[config.mk]
export PLATFORM = sky130hd
export DESIGN_NAME = imdu_front
export DESIGN_NICKNAME = d
export VERILOG_FILES = /design/src/rtl/imdu_pkg.sv /design/src/rtl/imdu_front.sv
export SDC_FILE = /design/constraint.sdc
export NUM_CORES = 1
export LEC_CHECK = 0
export BUFFER_PORTS_ARGS = -buffer_cell sky130_fd_sc_hd__buf_2
export CAP_MARGIN = 20
export CORE_MARGIN = 2
export CORE_UTILIZATION = 45
export DETAILED_ROUTE_END_ITERATION = 7
export GPL_TIMING_DRIVEN = 0
export PLACE_DENSITY = 0.74
export SLEW_MARGIN = 20
export SYNTH_ARGS = -nofsm -noshare
export SYNTH_HDL_FRONTEND = slang
export SYNTH_SLANG_ARGS = --single-unit
export TNS_END_PERCENT = 1
[constraint.sdc]
create_clock -name clk_i -period 8 [get_ports clk_i]
set_clock_uncertainty 0.05 [all_clocks]
set_input_delay 1.2 -clock clk_i [delete_from_list [all_inputs] [get_ports clk_i]]
set_output_delay 1.2 -clock clk_i [all_outputs]
set_load 0.05 [all_outputs]
[src/rtl/imdu_pkg.sv]
// ----------------------------------------------------------------------------
// imdu_pkg
// Shared opcodes, widths and queue entry type of the integer mul/div unit.
// ----------------------------------------------------------------------------
package imdu_pkg;

  localparam int unsigned XLEN   = 64;
  localparam int unsigned FUNC_W = 4;

  typedef enum logic [FUNC_W-1:0] {
    FN_MUL   = 4'd0,  FN_MULU  = 4'd1,  FN_MULW  = 4'd2,  FN_MULUW = 4'd3,
    FN_MADD  = 4'd4,  FN_MADDW = 4'd5,  FN_MIADD = 4'd6,  FN_MISUB = 4'd7,
    FN_DIV   = 4'd8,  FN_DIVU  = 4'd9,  FN_DIVW  = 4'd10, FN_DIVUW = 4'd11,
    FN_REM   = 4'd12, FN_REMU  = 4'd13, FN_REMW  = 4'd14, FN_REMUW = 4'd15
  } func_e;

  // Classified operation as it travels from front to back.
  typedef struct packed {
    logic            is_div;   // divide/remainder path
    logic            is_rem;   // return remainder
    logic            is_word;  // 32-bit form
    logic            is_sgn;   // signed divide / sign-extended result
    logic            is_acc;   // add src_c
    logic            is_sub;   // subtract src_c
    logic [XLEN-1:0] a;
    logic [XLEN-1:0] b;
    logic [XLEN-1:0] c;
  } op_t;

endpackage

[src/rtl/imdu_front.sv]
// ----------------------------------------------------------------------------
// imdu_front
// Decode func and prepare word-divide operands; registered into a 2-entry queue.
// ----------------------------------------------------------------------------
module imdu_front (
  input  logic                        clk_i,
  input  logic                        rst_ni,
  input  logic                        valid_i,
  output logic                        ready_o,
  input  logic [imdu_pkg::FUNC_W-1:0] func_i,
  input  logic [imdu_pkg::XLEN-1:0]   src_a_i,
  input  logic [imdu_pkg::XLEN-1:0]   src_b_i,
  input  logic [imdu_pkg::XLEN-1:0]   src_c_i,
  output logic                        q_valid_o,
  input  logic                        q_ready_i,
  output imdu_pkg::op_t               q_op_o
);
  import imdu_pkg::*;

  op_t        dec;
  func_e      fn;
  op_t        ent_q [2];
  logic [1:0] cnt_q, cnt_d;
  logic       wr_q, wr_d, rd_q, rd_d;
  logic       push, pop;

  // Classify the opcode
  always_comb begin
    fn          = func_e'(func_i);
    dec         = '0;
    dec.is_div  = func_i[3];
    dec.is_rem  = func_i[3] & func_i[2];
    dec.is_word = func_i[3] ? func_i[1] : (fn == FN_MULW || fn == FN_MULUW || fn == FN_MADDW);
    dec.is_sgn  = func_i[3] ? ~func_i[0] : (fn == FN_MULW || fn == FN_MADDW);
    dec.is_acc  = (fn == FN_MADD || fn == FN_MADDW || fn == FN_MIADD);
    dec.is_sub  = (fn == FN_MISUB);
    dec.a       = src_a_i;
    dec.b       = src_b_i;
    dec.c       = src_c_i;
    // Word divides: extend low halves by signedness
    if (func_i[3] && func_i[1]) begin
      dec.a = {{32{~func_i[0] & src_a_i[31]}}, src_a_i[31:0]};
      dec.b = {{32{~func_i[0] & src_b_i[31]}}, src_b_i[31:0]};
    end
  end

  assign ready_o   = (cnt_q != 2'd2);
  assign push      = valid_i & ready_o;
  assign q_valid_o = (cnt_q != 2'd0);
  assign pop       = q_valid_o & q_ready_i;
  assign q_op_o    = ent_q[rd_q];

  always_comb begin
    cnt_d = cnt_q + {1'b0, push} - {1'b0, pop};
    wr_d  = wr_q ^ push;
    rd_d  = rd_q ^ pop;
  end

  // Advance queue pointers
  always_ff @(posedge clk_i or negedge rst_ni) begin
    if (!rst_ni) begin
      cnt_q <= '0;
      wr_q  <= 1'b0;
      rd_q  <= 1'b0;
    end else begin
      cnt_q <= cnt_d;
      wr_q  <= wr_d;
      rd_q  <= rd_d;
    end
  end

  // Store entries
  always_ff @(posedge clk_i) begin
    if (push) begin
      ent_q[wr_q] <= dec;
    end
  end

  assert property (@(posedge clk_i) disable iff (!rst_ni) cnt_q != 2'd3)
    else $error("queue count overflow");
  assert property (@(posedge clk_i) disable iff (!rst_ni)
    (cnt_q == 2'd2 && !pop) |=> cnt_q == 2'd2)
    else $error("full queue lost an entry");
  assert property (@(posedge clk_i) disable iff (!rst_ni)
    (cnt_q == 2'd0) |-> !pop)
    else $error("pop from empty queue");

endmodule

After elaboration in Yosys (flattened, before gate mapping)
Memory sizes are Yosys's and may differ from the RTL's.
Cells that the tools add are included.

cells by class
  add/sub/neg operators = 2
  reductions and logical operators = 7
  eq/ne operators = 7
  muxes and demuxes = 5
  bitwise gates (word level) = 8

operators by type and width
  cell                count
  $mux 128            1
  $eq 4x3->1 const B  4
  $eq 4x2->1 const B  2
  $and 1x1->1         5
  $logic_or 1x1->1    5
  $mux 1              4
  $add 2x1->2         1
  $ne 2x2->1 const B  1
  $reduce_bool 2->1   1
  $sub 2x1->2         1
  $xor 1x1->1         2
  $logic_and 1x1->1   1
  $not 1->1           1

storage, ports and cells
  output and inout bits = 200
  input port bits = 200
  memories = 1
  logic and storage cells = 33
  RAM bits = 396
  bits in registers = 4

memories
  name   words  bits a word  rd ports  clocked after memory_dff  wr ports  RTL line          source
  ent_q  2      198          1         0                         1         imdu_front.sv:22  op_t ent_q [2];

Longest topological paths before layout
  word-level depth = 4
  depth in mapped cells = 5
  gate-level depth less buffers = 5

Worst setup path after synthesis
No wires, ideal clock.

  path kind = in2reg
  start point = in valid_i
  end point = mem ent_q[0][0] in the netlist's numbering, enable pin
  slack = 1475 ps
  stages on the path = 2
  arrival time = 5891 ps
  setup time = 584 ps
  cell sequence = and2_1 -> ha_1

between the ends
  longest elaborated chain between the ends = 3

ends and longest elaborated chain
  what                          RTL line          source
  from (decl)                   imdu_front.sv:8   input logic valid_i,
  $and 1x1->1                   imdu_front.sv:48  assign push = valid_i & ready_o;
  $mux 1                        imdu_front.sv:74  if (push) begin
  $mux 1 (not written as such)  imdu_front.sv:75  ent_q[wr_q] <= dec;
  to (decl)                     imdu_front.sv:22

No other way between the ends.

==> results.cfg <==
[detailed_routing]
detailedRoute.firstPassIterationCount = 7
wirelength_mm = 31.66
drt-initial-drc-count = 491
avgRoutedWirePerCell_um = 19.07
drt-vias-per-instance = 4.989
number_of_drc_violations_after_detailed_routing = 0
route.antenna.remaining_nets = 0
num_vias = 8281

[pwr]
ir_drop_uv = 257.8
power.density_cell_area_nw_per_um2 = 423.5
power.leakage_nw = 7.545

[place]
numPortBuffers = 399
post_dp_cell_area_sq_um = 17960
dp_hpwl_mm = 21.68
finalWeightedCongestion = 0.7742
dp_worst_setup_slack_ps = 5008
placedCellCount = 1585

[timing]
finalSetupViolCount = 0
tns_ps = 0
postLayoutSetupSlackWorst_ps = 4540
rsz_0062_raised_after_global_routing = no
maxSlewViolCount = 0
hold_viol_final = 0
tightestPinTransition_ps = 434.8
final.min_clock_period_ps = 3460
max_freq_mhz = 289.0
min_period_over_period_pct = 43.25
final.hold.worst_slack_ps = 420.7
timing.slew.headroom_pct = 71.01

[worst_hold_path]
hp-class = input port to asynchronous set/reset pin

[clock_tree]
cts-buffers-inserted = 41
postCtsResizedCells = 0
postCtsHoldBufs = 0
cts.sinks = 400
post-cts-setup-buffer-count = 0
clk_transition_reported_paths_ps = 60
cts-root-buf = sky130_fd_sc_hd__clkbuf_16
cts_max_path_buffers = 3
h-tree-depth = 2
clkLatencyLatePin_ps = 520
cts_tree = done

[yosys]
postSynthNetCount = 932
synth_sequential_area_ratio_pct = 78.98
post_synth_and_or_nand_nor_area_fraction_pct = 0.7994
largest_family_of_logic_cells_by_synthesized_area = multiplexers
fraction_of_the_mapped_netlist_area_in_compound_gates_pct = 3.511
synth_area_per_cell_sq_um = 20.80
yosys.cell_types.count = 28
yosys-mux-area-fraction_pct = 14.69
mappedNetlistArea_sq_um = 15180
ys_seq_elements = 400
yosys_warnings = 0
post_synth_xor_area_fraction_pct = 0.1154
yosys.area_share.adder_pct = 0.1648
syn-instance-count = 730

[floorplanning]
die_w_um = 187.7
die-height_um = 187.7
core_area_sq_um = 33360
initial_cell_density_of_the_core_pct = 45.50
dieArea_sq_um = 35220
top_level_i_o_count = 400
core.rowCount = 67

[grt]
vias_in_the_first_global_route = 8637
grt_pass1_wl_mm = 47.64
maximum_number_of_pins_on_one_net_before_global_route_repair = 53
global_route.overflow_total = 0
antenna_found_initial = 8
global_route_usage_over_all_layers_pct = 17.63

[layout]
fin_nets = 1382
non_filler_cell_area_final_sq_um = 19160
filler_cell_count = 2625
final_cell_count_no_fill = 1660
final_layout_size_suffix_gt1_share_pct = 47.93
area.growth.synth_to_final_pct = 26.17

[critical_path]
critPathArrivalTime_ps = 2210
critical_path.endpoint_type = output port
critPathLaunchType = register
crit_required_ps = 6750
worst-setup-path-type = register to output port
crit_path_max_fanout = 10

[run_status]
outcome = finished, final reports clean

[run]
drv_cap = 0
[per-stage QoR]
stage	total power, W	utilization [%]
global route	0.008436	57.41
finish	0.008113	57.41
detailed placement	0.006485	53.84
CTS	0.008211	57.38
global placement	0.006548	53.17
floorplan	0.005695	-
[flip-flops by register name (all words and copies together) (netlist names)]
signal	cells
ent_q	396
cnt_q	2
rd_q	1
wr_q	1
[report_power, final]
part,total (W),switching [W],internal [W]
combinational,0.00345,0.00256,0.000893
clock,0.00170,0.000732,0.000970
sequential,0.00296,0.0000931,0.00287
[worst paths after layout]
check / from / to / slack, ps / cells past startpoint
max in group asynchronous: rst_ni / cnt_q[0] / 7360 / 1
hold / removal: rst_ni / wr_q / 420 / 1
setup / recovery: rd_q / q_op_o[90] / 4540 / 5
hold reg to reg: cnt_q[0] / cnt_q[0] / 570 / 1
min in group clk_i: cnt_q[0] / cnt_q[0] / 570 / 1
setup reg to reg: cnt_q[0] / ent_q[0][196] / 5770 / 5
[worst max-delay path, stage by stage, from the launching register on]
cell and delay [ps]:
sky130_fd_sc_hd__dfrtp_1 310, sky130_fd_sc_hd__buf_2 280, sky130_fd_sc_hd__buf_6 240, sky130_fd_sc_hd__buf_4 250, sky130_fd_sc_hd__mux2_1 370, sky130_fd_sc_hd__buf_2 220
[cells in the mapped netlist]
cell / n / area share, %
sky130_fd_sc_hd__a21bo_1: 1 / 0.066
sky130_fd_sc_hd__nand2b_1: 3 / 0.12
sky130_fd_sc_hd__xnor2_1: 2 / 0.12
sky130_fd_sc_hd__nand2_2: 1 / 0.041
sky130_fd_sc_hd__buf_4: 11 / 0.54
sky130_fd_sc_hd__o22ai_1: 1 / 0.041
sky130_fd_sc_hd__dfrtp_1: 4 / 0.66
sky130_fd_sc_hd__ha_1: 2 / 0.16
sky130_fd_sc_hd__o21ai_0: 1 / 0.033
sky130_fd_sc_hd__buf_6: 8 / 0.59
sky130_fd_sc_hd__edfxtp_1: 396 / 78
sky130_fd_sc_hd__a21o_1: 64 / 3.2
sky130_fd_sc_hd__or2_1: 1 / 0.041
sky130_fd_sc_hd__a21oi_1: 2 / 0.066
sky130_fd_sc_hd__a32oi_1: 1 / 0.058
sky130_fd_sc_hd__inv_1: 3 / 0.074
sky130_fd_sc_hd__nor3b_4: 2 / 0.25
sky130_fd_sc_hd__nor2_1: 3 / 0.074
sky130_fd_sc_hd__nand3_1: 1 / 0.033
sky130_fd_sc_hd__nand2_1: 3 / 0.074
sky130_fd_sc_hd__and3_1: 1 / 0.041
sky130_fd_sc_hd__nor2b_1: 1 / 0.041
sky130_fd_sc_hd__and2_1: 2 / 0.082
sky130_fd_sc_hd__a211oi_1: 1 / 0.049
sky130_fd_sc_hd__o21ai_1: 1 / 0.033
sky130_fd_sc_hd__mux2_1: 119 / 8.8
sky130_fd_sc_hd__mux2_2: 79 / 5.9
sky130_fd_sc_hd__buf_2: 16 / 0.53
[layout by cell type (no fill, tap or decap), types with 4 or more instances in the layout]
cell,count
sky130_fd_sc_hd__buf_16,6
sky130_fd_sc_hd__a21o_1,64
sky130_fd_sc_hd__clkbuf_16,41
sky130_fd_sc_hd__buf_4,11
sky130_fd_sc_hd__buf_6,8
sky130_fd_sc_hd__clkinv_2,9
sky130_fd_sc_hd__mux2_2,79
sky130_fd_sc_hd__edfxtp_1,396
sky130_fd_sc_hd__dfrtp_1,4
sky130_fd_sc_hd__diode_2,4
sky130_fd_sc_hd__mux2_1,119
sky130_fd_sc_hd__clkbuf_1,9
sky130_fd_sc_hd__clkinv_1,9
sky130_fd_sc_hd__buf_2,415
[final cells by class]
cell class	instances	area, sq um	share of cell area [%]
tap	448	560.5	2.926
sequential	400	11990	62.60
antenna	4	10.01	0.05225
multi-input combinational	292	2944	15.37
inverter	3	11.26	0.05879
buffer	35	252.7	1.319
clock inverter	21	123.9	0.6466
clock buffer	50	1060	5.532
timing repair buffer	407	2202	11.50
[layer usage]
metal	wire, um	GRT usage, %	up-vias
met2	16070	30.48	345
li1	-	-	3791
met1	11790	20.51	4079
met5	54	0	-
met4	831	6.663	8
met3	2913	5.727	58
[logic make-up after synthesis]
family	count (synthesis)
flip-flops	400
multiplexers	198
AO/OA/AOI/OAI	72
buffers and inverters	38
AND/OR/NAND/NOR	18
XOR/XNOR	2
adder cells (fa/ha/maj)	2
No activity file was read; power rests on OpenSTA's default activity.
